==> src/hdl/bfa_pkg.sv <==
// bfa_pkg: shared constants, command codes and control/status structs
// for the bitmap first-free allocator. No dependencies.
package bfa_pkg;

   localparam int BITMAP_BYTES = 128;
   localparam int INDEX_W = 10;
   localparam int LIMIT_W = 8;
   localparam int INDEX_FIELD_BYTES = (1 << INDEX_W) / 8;

   // bitmap is held as words of 32 bits, scanned one word per cycle
   localparam int WORD_BITS = 32;
   localparam int WORD_BYTES = WORD_BITS / 8;
   localparam int NUM_WORDS = (BITMAP_BYTES + WORD_BYTES - 1) / WORD_BYTES;
   localparam int WADDR_W = (NUM_WORDS > 1) ? $clog2(NUM_WORDS) : 1;
   localparam int BPOS_W = $clog2(WORD_BITS);
   localparam int BSEL_W = $clog2(WORD_BYTES);

   localparam int SCAN_CAP = (BITMAP_BYTES < INDEX_FIELD_BYTES) ? BITMAP_BYTES
                                                                  : INDEX_FIELD_BYTES;
   localparam logic [LIMIT_W-1:0] LIMIT_RESET = LIMIT_W'(128);

   localparam logic CMD_FIND  = 1'b0;
   localparam logic CMD_WRITE = 1'b1;

   typedef struct packed {
      logic load;       // latch the accepted item
      logic rd_ptr;     // read word at scan pointer, advance pointer
      logic rd_idx;     // read word addressed by the item's bit index
      logic wr_en;      // write modified word back
      logic rsp_found;  // load result with found set
      logic rsp_none;   // load result with found clear
   } bfa_cmd_type;

   typedef struct packed {
      logic range_ok;
      logic limit_zero;
      logic hit;
      logic last;
      logic rsp_free;
   } bfa_stat_type;

endpackage

==> src/hdl/bfa_datapath.sv <==
// bfa_datapath: bitmap word memory, scan pointer, zero search,
// read-modify-write, scan-length register and result register. Uses bfa_pkg.
module bfa_datapath (
   input  logic                        clock,
   input  logic                        reset,
   input  bfa_pkg::bfa_cmd_type        cmd,
   output bfa_pkg::bfa_stat_type       stat,
   input  logic                        req_cmd,
   input  logic [bfa_pkg::INDEX_W-1:0] req_bit_index,
   input  logic                        req_write_value,
   input  logic                        csr_wr_en,
   input  logic [bfa_pkg::LIMIT_W-1:0] csr_wr_data,
   output logic                        rsp_valid,
   input  logic                        rsp_ready,
   output logic                        rsp_found,
   output logic [bfa_pkg::INDEX_W-1:0] rsp_free_index
);
   import bfa_pkg::*;

   logic [WORD_BITS-1:0] mem [NUM_WORDS];
   logic [NUM_WORDS-1:0] vld_ff;

   logic                 item_cmd_ff;
   logic [INDEX_W-1:0]   item_idx_ff;
   logic                 item_val_ff;
   logic [WADDR_W-1:0]   ptr_ff;
   logic [WORD_BITS-1:0] rd_data_ff;
   logic                 rd_vld_ff;
   logic [WADDR_W-1:0]   rd_addr_ff;
   logic [LIMIT_W-1:0]   limit_ff;
   logic                 rsp_valid_ff;
   logic                 rsp_found_ff;
   logic [INDEX_W-1:0]   rsp_index_ff;

   logic                 rd_en;
   logic [WADDR_W-1:0]   rd_addr;
   logic [WADDR_W-1:0]   item_word;
   logic [LIMIT_W-1:0]   scan_len;
   logic [LIMIT_W-1:0]   scan_len_m1;
   logic [WORD_BITS-1:0] cur_word;
   logic [WORD_BITS-1:0] masked;
   logic [WORD_BITS-1:0] new_word;
   logic [BPOS_W-1:0]    zpos;
   logic [BPOS_W-1:0]    wpos;
   logic                 rsp_load;

   assign item_word = item_idx_ff[BPOS_W +: WADDR_W];
   assign rd_en = cmd.rd_ptr | cmd.rd_idx;
   assign rd_addr = cmd.rd_idx ? item_word : ptr_ff;

   // scan length capped by bitmap size and index field reach
   assign scan_len = (32'(limit_ff) > SCAN_CAP) ? LIMIT_W'(SCAN_CAP) : limit_ff;
   assign scan_len_m1 = scan_len - LIMIT_W'(1);

   assign cur_word = rd_vld_ff ? rd_data_ff : '0;

   // bytes past the scan length look full
   always_comb begin
      masked = cur_word;
      for (int j = 0; j < WORD_BYTES; j++) begin
         if (LIMIT_W'({rd_addr_ff, BSEL_W'(j)}) >= scan_len) begin
            masked[j*8 +: 8] = 8'hFF;
         end
      end
   end

   always_comb begin
      zpos = '0;
      for (int i = WORD_BITS - 1; i >= 0; i--) begin
         if (!masked[i]) begin
            zpos = BPOS_W'(i);
         end
      end
   end

   assign wpos = (item_cmd_ff == CMD_WRITE) ? item_idx_ff[BPOS_W-1:0] : zpos;

   always_comb begin
      new_word = cur_word;
      new_word[wpos] = item_val_ff;
   end

   assign stat.range_ok   = (32'(item_idx_ff >> BPOS_W) < NUM_WORDS);
   assign stat.limit_zero = (scan_len == '0);
   assign stat.hit        = (masked != '1);
   assign stat.last       = (rd_addr_ff == scan_len_m1[BSEL_W +: WADDR_W]);
   assign stat.rsp_free   = !rsp_valid_ff || rsp_ready;

   assign rsp_load = cmd.rsp_found | cmd.rsp_none;

   always_ff @(posedge clock) begin
      if (reset) begin
         vld_ff       <= '0;
         ptr_ff       <= '0;
         limit_ff     <= LIMIT_RESET;
         rsp_valid_ff <= 1'b0;
      end else begin
         if (cmd.wr_en) begin
            vld_ff[rd_addr_ff] <= 1'b1;
         end
         if (cmd.load) begin
            ptr_ff <= '0;
         end else if (cmd.rd_ptr) begin
            ptr_ff <= ptr_ff + WADDR_W'(1);
         end
         if (csr_wr_en) begin
            limit_ff <= csr_wr_data;
         end
         if (rsp_load) begin
            rsp_valid_ff <= 1'b1;
         end else if (rsp_ready) begin
            rsp_valid_ff <= 1'b0;
         end
      end
   end

   always_ff @(posedge clock) begin
      if (cmd.load) begin
         item_cmd_ff <= req_cmd;
         item_idx_ff <= req_bit_index;
         item_val_ff <= req_write_value;
      end
      if (rd_en) begin
         rd_data_ff <= mem[rd_addr];
         rd_vld_ff  <= vld_ff[rd_addr];
         rd_addr_ff <= rd_addr;
      end
      if (cmd.rsp_found) begin
         rsp_found_ff <= 1'b1;
         rsp_index_ff <= INDEX_W'({rd_addr_ff, zpos});
      end else if (cmd.rsp_none) begin
         rsp_found_ff <= 1'b0;
         rsp_index_ff <= '0;
      end
   end

   always_ff @(posedge clock) begin
      if (cmd.wr_en) begin
         mem[rd_addr_ff] <= new_word;
      end
   end

   assign rsp_valid      = rsp_valid_ff;
   assign rsp_found      = rsp_found_ff;
   assign rsp_free_index = rsp_index_ff;

endmodule

==> src/hdl/bfa_ctrl.sv <==
// bfa_ctrl: state machine sequencing item accept, word scan, bit write-back
// and result hand-off. Uses bfa_pkg command and status structs.
module bfa_ctrl (
   input  logic                  clock,
   input  logic                  reset,
   input  logic                  req_valid,
   input  logic                  req_cmd,
   output logic                  req_ready,
   input  bfa_pkg::bfa_stat_type stat,
   output bfa_pkg::bfa_cmd_type  cmd
);
   import bfa_pkg::*;

   typedef enum logic [2:0] {
      ST_IDLE,
      ST_WR_READ,
      ST_WR_MOD,
      ST_FIND_START,
      ST_SCAN
   } state_type;

   state_type state_ff;
   state_type state_in;

   assign req_ready = (state_ff == ST_IDLE);

   always_comb begin
      state_in = state_ff;
      cmd = '0;
      unique case (state_ff)
         ST_IDLE: begin
            if (req_valid) begin
               cmd.load = 1'b1;
               state_in = (req_cmd == CMD_WRITE) ? ST_WR_READ : ST_FIND_START;
            end
         end
         ST_WR_READ: begin
            if (stat.range_ok) begin
               cmd.rd_idx = 1'b1;
               state_in = ST_WR_MOD;
            end else begin
               state_in = ST_IDLE;
            end
         end
         ST_WR_MOD: begin
            cmd.wr_en = 1'b1;
            state_in = ST_IDLE;
         end
         ST_FIND_START: begin
            if (stat.limit_zero) begin
               if (stat.rsp_free) begin
                  cmd.rsp_none = 1'b1;
                  state_in = ST_IDLE;
               end
            end else begin
               cmd.rd_ptr = 1'b1;
               state_in = ST_SCAN;
            end
         end
         ST_SCAN: begin
            // hold the read word while the result register is still occupied
            if (stat.hit) begin
               if (stat.rsp_free) begin
                  cmd.wr_en = 1'b1;
                  cmd.rsp_found = 1'b1;
                  state_in = ST_IDLE;
               end
            end else if (stat.last) begin
               if (stat.rsp_free) begin
                  cmd.rsp_none = 1'b1;
                  state_in = ST_IDLE;
               end
            end else begin
               cmd.rd_ptr = 1'b1;
            end
         end
         default: begin
            state_in = ST_IDLE;
         end
      endcase
   end

   always_ff @(posedge clock) begin
      if (reset) begin
         state_ff <= ST_IDLE;
      end else begin
         state_ff <= state_in;
      end
   end

endmodule

==> src/hdl/bitmap_first_free_allocator_core.sv <==
// bitmap_first_free_allocator_core: find-first-zero slot allocator over a 1024-bit map.
// Write item: accepted, word read, word written back, then ready for the next item.
// Find item: a start state, then one 32-bit word checked per cycle until a free bit or
// the last word in the scan length; a full result register holds the result off, and a
// zero scan length skips the scan. Ready for the next item as the result is registered.
// Sync reset marks every word unwritten (reads as zero), scan length 128; no clearing pass.
module bitmap_first_free_allocator_core (
   input  logic                        clock,
   input  logic                        reset,
   input  logic                        req_valid,
   output logic                        req_ready,
   input  logic                        req_cmd,
   input  logic [bfa_pkg::INDEX_W-1:0] req_bit_index,
   input  logic                        req_write_value,
   output logic                        rsp_valid,
   input  logic                        rsp_ready,
   output logic                        rsp_found,
   output logic [bfa_pkg::INDEX_W-1:0] rsp_free_index,
   input  logic                        csr_wr_en,
   input  logic [bfa_pkg::LIMIT_W-1:0] csr_wr_data
);
   import bfa_pkg::*;

   bfa_cmd_type  cmd;
   bfa_stat_type stat;

   bfa_ctrl u_ctrl (
      .clock     (clock),
      .reset     (reset),
      .req_valid (req_valid),
      .req_cmd   (req_cmd),
      .req_ready (req_ready),
      .stat      (stat),
      .cmd       (cmd)
   );

   bfa_datapath u_dp (
      .clock           (clock),
      .reset           (reset),
      .cmd             (cmd),
      .stat            (stat),
      .req_cmd         (req_cmd),
      .req_bit_index   (req_bit_index),
      .req_write_value (req_write_value),
      .csr_wr_en       (csr_wr_en),
      .csr_wr_data     (csr_wr_data),
      .rsp_valid       (rsp_valid),
      .rsp_ready       (rsp_ready),
      .rsp_found       (rsp_found),
      .rsp_free_index  (rsp_free_index)
   );

   // a pending result is never overwritten
   a_no_rsp_overwrite: assert property (@(posedge clock) disable iff (reset)
      (cmd.rsp_found || cmd.rsp_none) |-> (!rsp_valid || rsp_ready))
      else $error("result register loaded while occupied");

   // a write item never produces a result
   a_write_no_rsp: assert property (@(posedge clock) disable iff (reset)
      (req_valid && req_ready && req_cmd == CMD_WRITE) |=>
         (!cmd.rsp_found && !cmd.rsp_none) ##1 (!cmd.rsp_found && !cmd.rsp_none))
      else $error("write item produced a result");

   // found results always come with a bitmap write-back
   a_found_writes: assert property (@(posedge clock) disable iff (reset)
      cmd.rsp_found |-> (cmd.wr_en && stat.hit))
      else $error("found result without write-back");

endmodule

==> config.mk <==
export PLATFORM = sky130hd
export DESIGN_NAME = bitmap_first_free_allocator_core
export DESIGN_NICKNAME = d
export VERILOG_FILES = /design/src/hdl/bfa_pkg.sv /design/src/hdl/bfa_datapath.sv /design/src/hdl/bfa_ctrl.sv /design/src/hdl/bitmap_first_free_allocator_core.sv
export SDC_FILE = /design/constraint.sdc
export NUM_CORES = 2
export LEC_CHECK = 0
export ABC_AREA = 0
export ABC_CLOCK_PERIOD_IN_PS = 5230
export BUFFER_PORTS_ARGS = -buffer_cell sky130_fd_sc_hd__buf_2
export CAP_MARGIN = 5
export CORE_AREA = 2 2 325 327
export CTS_BUF_LIST = sky130_fd_sc_hd__clkbuf_8
export CTS_CLUSTER_SIZE = 16
export DETAILED_ROUTE_END_ITERATION = 10
export DIE_AREA = 0 0 327 329
export PLACE_DENSITY = 0.65
export SLEW_MARGIN = 20
export SYNTH_ARGS = -nofsm -noshare
export SYNTH_HDL_FRONTEND = slang
export SYNTH_SLANG_ARGS = --single-unit
==> constraint.sdc <==
create_clock -name clock -period 5.23 [get_ports clock]
set_clock_uncertainty 0.2 [all_clocks]
set_input_delay 0.523 -clock clock [delete_from_list [all_inputs] [get_ports clock]]
set_output_delay 0.523 -clock clock [all_outputs]
set_load 0.005 [all_outputs]
# [Yosys cells after proc, flatten, opt, wreduce, memory -nomap -nowiden]
# Memory sizes are Yosys's and may differ from the RTL's. A register that Yosys moved wholly into a read port is not among the register bits.
# Cells that the tools add are included.
[totals] mem_bits_rw=1024 out_inout_bits=13 register_bits=78 n_memories=1
[memory_table] memory="u_dp.mem" words=32 width=32 rd=1 rd_ports_with_merged_regs=1 wr=1 line_no="bfa_datapath.sv:20" text="logic [WORD_BITS-1:0] mem [NUM_WORDS];"
[op_classes] bitwise=3 addsub=2 muxes=78 n_reduce_logical=10 order_cmp=11 n_eq_ne=8
[ops] operator="$mux W5" count=34
[ops] operator="$mux W8" count=5
[ops] operator="$bwmux W32" count=1
[ops] operator="$ge A7 B8 Y1" count=4
[ops] operator="$mux W32" count=1
[ops] operator="$ne A32 B32 Y1 const B" count=1
[ops] operator="$or A32 B32 Y32" count=1
[ops] operator="$lt A5 B6 Y1 const B" count=4
[ops] operator="$mux W10" count=2
[ops] operator="$mux W1" count=19
[ops] operator="$mux W3" count=5
[ops] operator="$pmux W3 S4" count=1
[ops] operator="$demux W1 S5" count=2
[ops] operator="$ge A5 B1 Y1 const B" count=2
[ops] operator="$gt A8 B8 Y1 const B" count=1
[ops] operator="$logic_not A8 Y1" count=1
[ops] operator="$mux W2" count=4
[ops] operator="$sub A7 B1 Y7 const B" count=1
[ops] operator="$eq A3 B2 Y1 const B" count=2
[ops] operator="$pmux W1 S2" count=3
[ops] operator="$add A5 B1 Y5 const B" count=1
[ops] operator="$bmux W1 S5" count=1
[ops] operator="$eq A5 B5 Y1" count=1
[ops] operator="$reduce_bool A2 Y1" count=2
[ops] operator="11 further kinds" count=13

# [Longest topological paths before layout]
[depth] ltp_word=42 depth_mapped=14 ltp_nobuf=11

# [Cells and area by module]
# From an unflattened synthesis, not the netlist that was laid out.
[unflattened] cells_unflattened=3759 area_unflattened_um2=46547.1
[modules_own_cells] module="bfa_datapath" instances=1 area_per_inst_um2=46280.6 cells_each=3725 seq_area_each_um2=33492.1
[modules_own_cells] module="bfa_ctrl" instances=1 area_per_inst_um2=266.5 cells_each=34 seq_area_each_um2=60.1

# [Worst setup path before layout]
# OpenSTA, ideal clock, no wires.
[synth_timing] kind="reg2reg" startpoint="register u_dp.limit_ff[7]" endpoint="memory u_dp.mem[28][0] (enable)" path_stages_with_launch=12 setup_ps=421 slack_ps=524 arrival_ps=4085 synth_period_minus_slack_ps=4706 path_cell_list="dfxtp_1 -> clkbuf_1 -> nand2b_1 -> ha_1 -> a21oi_1 -> nor2_1 -> nor4_2 -> a211o_1 -> a22oi_2 -> or3_1 -> clkbuf_1 -> nor2_1"
[synth_between] elab_chain_cells=9
[synth_rtl] item="start, declared" line_no="bfa_datapath.sv:30" text="logic [LIMIT_W-1:0] limit_ff;"
[synth_rtl] item="start signal, assigned" line_no="bfa_datapath.sv:107" text="limit_ff <= csr_wr_data;"
[synth_rtl] item="$gt A8 B8 Y1" line_no="bfa_datapath.sv:52" text="assign scan_len = (32'(limit_ff) > SCAN_CAP) ? LIMIT_W'(SCAN_CAP) : limit_ff;"
[synth_rtl] item="$mux W8 *" line_no="bfa_datapath.sv:52"
[synth_rtl] item="$ge A7 B8 Y1" line_no="bfa_datapath.sv:61" text="if (LIMIT_W'({rd_addr_ff, BSEL_W'(j)}) >= scan_len) begin"
[synth_rtl] item="$mux W8" line_no="bfa_datapath.sv:61"
[synth_rtl] item="$ne A32 B32 Y1 *" line_no="bfa_datapath.sv:85" text="assign stat.hit = (masked != '1);"
[synth_rtl] item="$mux W2 *" line_no="bfa_ctrl.sv:62" text="if (stat.hit) begin"
[synth_rtl] item="$pmux W1 S2 *" line_no="bfa_ctrl.sv:30" text="unique case (state_ff)"
[synth_rtl] item="$mux W1 *" line_no="bfa_datapath.sv:138" text="if (cmd.wr_en) begin"
[synth_rtl] item="$mux W1 (not written as such) *" line_no="bfa_datapath.sv:139" text="mem[rd_addr_ff] <= new_word;"
[synth_rtl] item="end, declared" line_no="bfa_datapath.sv:20"
# Every way passes the cells marked *; elsewhere a longest branch is shown, timed or not.

# [Final worst setup path]
[layout_timing] startpoint="register u_dp.limit_ff[7]" endpoint="memory u_dp.mem[22][2] (data pin)"
[layout_between] elab_chain_cells=42
[layout_rtl] item="$gt A8 B8 Y1" line_no="bfa_datapath.sv:52"
[layout_rtl] item="$mux W8 *" line_no="bfa_datapath.sv:52"
[layout_rtl] item="$ge A7 B8 Y1" line_no="bfa_datapath.sv:61"
[layout_rtl] item="$mux W8" line_no="bfa_datapath.sv:61"
[layout_rtl] item="$mux W5 (31 in series)" line_no="bfa_datapath.sv:70" text="if (!masked[i]) begin"
[layout_rtl] item="$mux W5 *" line_no="bfa_datapath.sv:70"
[layout_rtl] item="$mux W5 *" line_no="bfa_datapath.sv:76" text="assign wpos = (item_cmd_ff == CMD_WRITE) ? item_idx_ff[BPOS_W-1:0] : zpos;"
[layout_rtl] item="$lt A5 B6 Y1 (not written as such) / $ge A5 B1 Y1 (equally long branches)" line_no="bfa_datapath.sv:80" text="new_word[wpos] = item_val_ff;"
[layout_rtl] item="$logic_and A1 B1 Y1 (not written as such)" line_no="bfa_datapath.sv:80"
[layout_rtl] item="$mux W1 (not written as such)" line_no="bfa_datapath.sv:80"
[layout_rtl] item="$demux W1 S5 *"
[layout_rtl] item="$bwmux W32 *" line_no="bfa_datapath.sv:80"
[layout_rtl] item="via u_dp.new_word[2]" line_no="bfa_datapath.sv:42" text="logic [WORD_BITS-1:0] new_word;"
# Mark *: on every way through the listed nets, which the timed path passes. The rest lies on a longest branch.

==> results.cfg <==
[grt]
grt_pass1_vias = 30000
grt_first_pass_wirelength_mm = 190
antenna_found_initial = 1
grt_max_degree = 131
grt_usage_pct = 23.6
overflow = 0

[placement]
post-place-ws_ps = 413
gp_congestion = 0.923
placed_area_um2 = 49300
dp_hpwl_mm = 71.1
io_buffers = 37

[synthesis]
synth_edf_count = 1084
async_flop_share_pct = 0
yosysWarnings = 0
syn_area_um2 = 46500
post_synth_num_cell_types = 66
syn_area_per_cell_um2 = 12.3
synth_ff_type = edfxtp_1
ys_seq_area_share_pct = 72.2
syn_inst = 3768
syn_nets = 3800
ys_seq_elements = 1134

[sta]
setup_viol = 0
worst_pin_slew_ps = 1060
hold_viol_final = 0
timing.hold.ws_ps = 65.1
max_slew_margin_pct = 27.6
worst_slack_ps = 308
finalMaxSlewViolations = 0
period_share_pct = 94.1
rsz0062_at_grt = no
setup-tns-final_ps = 0
max_freq_ghz = 0.203
fin_crit_ps = 4920

[cts]
post_cts_resized = 0
cts_tree = built
clk_pin_slew_worst_paths_ps = 60
cts_root_buf = clkbuf_8
clockBufferDepth = 3
clk_latency_ps = 850
clock_sinks = 1134
htree_levels = 4
cts_buffers = 175

[power]
intPower_uw = 13900
power_density_nw_per_um2 = 348
power_frac_clock_pct = 37.3
seq_power_share_pct = 55.4
comb_power_share_pct = 7.3
ir_drop_v = 0.000220
p_leak_uw = 0.0185
p_sw_share_pct = 24.5
p_sw_uw = 4490

[status]
violations = design-rule violations
status = finished with violations

[critical_path]
cp_num_buf_inv = 0
reg2reg_depth = 10
rrSetupSlack_ps = 310
endpoint_kind = flip-flop
path_class = flip-flop to flip-flop
critPathRequiredTime_ps = 5500
cp-startpoint = u_dp.limit_ff[7]
crit_family = compound AO/OA/AOI/OAI gates
cp_cell_sequence = nand2b_1, ha_1, a211oi_2, nor3_1, nor4_1, o22ai_1, a221oi_2, o31a_1, nand4_1, mux2i_4
crit_path_max_fanout = 32
start_kind = flip-flop
cp_slowest_cell = mux2i_4
arrival_ps = 5190
timing.rr.end = u_dp.mem[22][2]
reg2reg_from = u_dp.limit_ff[7]
max_stage_delay_ps = 900

[floorplan]
die_x_um = 327
start_util_pct = 44.5
rows = 119
fp.dieH_um = 329
core_area_um2 = 104000
dieArea_um2 = 108000
io_pins = 38

[layout]
layout.nets = 3939
layout-area-overhead-vs-synth_pct = 13.6
drive_gt1_share_pct = 12.4
postLayoutCellArea_um2 = 52800

[route]
drc = 2
ant_nets = 0
num_vias = 31400
drt_iter0_markers = 3665
viasPerCell = 5.77
dr.pass1.iters = 9
wire_per_inst_um = 23.6
totalWireLength_mm = 128

[hold_path]
hp-class = input pin to flip-flop
hp-start = reset
whs_endpoint = u_dp.limit_ff[6]
holdPathStages = 2

[run]
maxCapViolations = 0
## worst max-delay path by stage
| stage | end | slack, ps | cells after the start |
|---|---|---|---|
| finish | u_dp.mem[22][2] | 310 | 10 |
| global route | u_dp.mem[31][31] | 80 | 11 |
| CTS | u_dp.mem[31][31] | 370 | 11 |
| detailed placement | u_dp.mem[31][29] | 410 | 11 |
| global placement | u_dp.mem[29][18] | 540 | 10 |
| floorplan | u_dp.mem[28][0] | 520 | 11 |
## worst reg2reg max path: cells and delay by family, from the launching register on
family | cells | cell delay, ps
adders and majority gates | 1 | 290
AOI/OAI and AO/OA | 4 | 1490
muxes | 1 | 900
DFF | 1 | 470
and+or+nand+nor | 4 | 1180
## stage by stage
stage,cells,util [%],total power (uW)
5_1_grt,5442,50.6,18900
6_report,5442,50.6,18400
2_1_floorplan,3768,-,11100
3_5_place_dp,5090,47.2,11700
4_1_cts,5440,50.6,18500
3_3_place_gp,5090,47.2,11700
## power groups by stage
stage	Combinational (uW)	Clock (uW)	Sequential, uW
floorplan	807	0	10300
global placement	1300	0	10400
detailed placement	1320	0	10400
CTS	1340	6950	10200
global route	1460	7310	10200
finish	1350	6850	10200
## flip-flops by register name, summed over array words and instances, names as in the netlist
register / flops
u_dp.rsp_free_index: 10
u_dp.vld_ff: 32
u_dp.rsp_found: 1
u_dp.rd_vld_ff: 1
u_ctrl.state_ff: 3
u_dp.rd_addr_ff: 5
u_dp.item_idx_ff: 10
u_dp.rsp_valid: 1
u_dp.rd_data_ff: 32
u_dp.item_val_ff: 1
u_dp.item_cmd_ff: 1
u_dp.ptr_ff: 5
u_dp.limit_ff: 8
u_dp.mem: 1024
## cells in the final DEF (no fill, tap or decap), types with 34 or more instances in the layout
cell type  synthesis  final
a21o_1            34     34
a21oi_1           47     43
a311oi_1         165    165
a31oi_1           37     37
and3_1            77     77
buf_2             52     37
buf_4              0    133
clkbuf_8           0    181
clkinv_1           0     45
dfxtp_1           50     50
edfxtp_1        1084   1084
inv_1             19     78
nand2_1         1114   1114
nand3_1          544    544
nor2_1           109     77
## synth_stat cells (all sizes together) (10+ instances only)
cell / instances / area, um2
nor2: 110 / 420
inv: 20 / 75.1
a311oi: 165 / 1450
nand4: 19 / 119
clkbuf: 189 / 709
mux2i: 40 / 400
nand3: 544 / 2720
nand2b: 13 / 81.3
edfxtp: 1084 / 32600
nand2: 1114 / 4180
buf: 71 / 339
a21oi: 47 / 235
o21ai: 11 / 55.1
a21o: 34 / 255
and3: 77 / 482
a31oi: 37 / 231
and2: 10 / 62.6
dfxtp: 50 / 1000
nor4: 18 / 134
nor3: 17 / 95.1
## per-layer routing
layer	vias up	share of wire (%)	GRT usage, %
met1	15500	42	32.6
li1	14100	-	-
met2	1486	46	37.2
met5	-	0	0
met3	239	8.6	4.96
met4	0	2.8	8.13
## cell families after synthesis
kind of cell | after synthesis | share of synthesized area, %
AND/OR/NAND/NOR | 1963 | 18.5
flip-flops | 1134 | 72.2
AO/OA/AOI/OAI | 337 | 5.69
buffers and inverters | 280 | 2.42
multiplexers | 41 | 0.885
adder cells (fa/ha/maj) | 7 | 0.188
XOR/XNOR | 6 | 0.113
## what timing repair did
| action | 4_1_cts | 5_1_grt |
|---|---|---|
| setup buffers | 0 | 0 |
| hold buffers | 31 | 0 |
| hold endpoints to repair | 25 | 0 |
## area by class of cell
cell class	count	area (um2)
inverters	20	91.3
flip-flops and latches	1134	33600
fillers	8834	51600
clock buffers	181	2490
well taps	1391	1740
repair buffers	222	1910
clock inverters	138	714
diodes	2	5.00
multi-input cells	2354	12300
(Power assumes the default switching activity.)
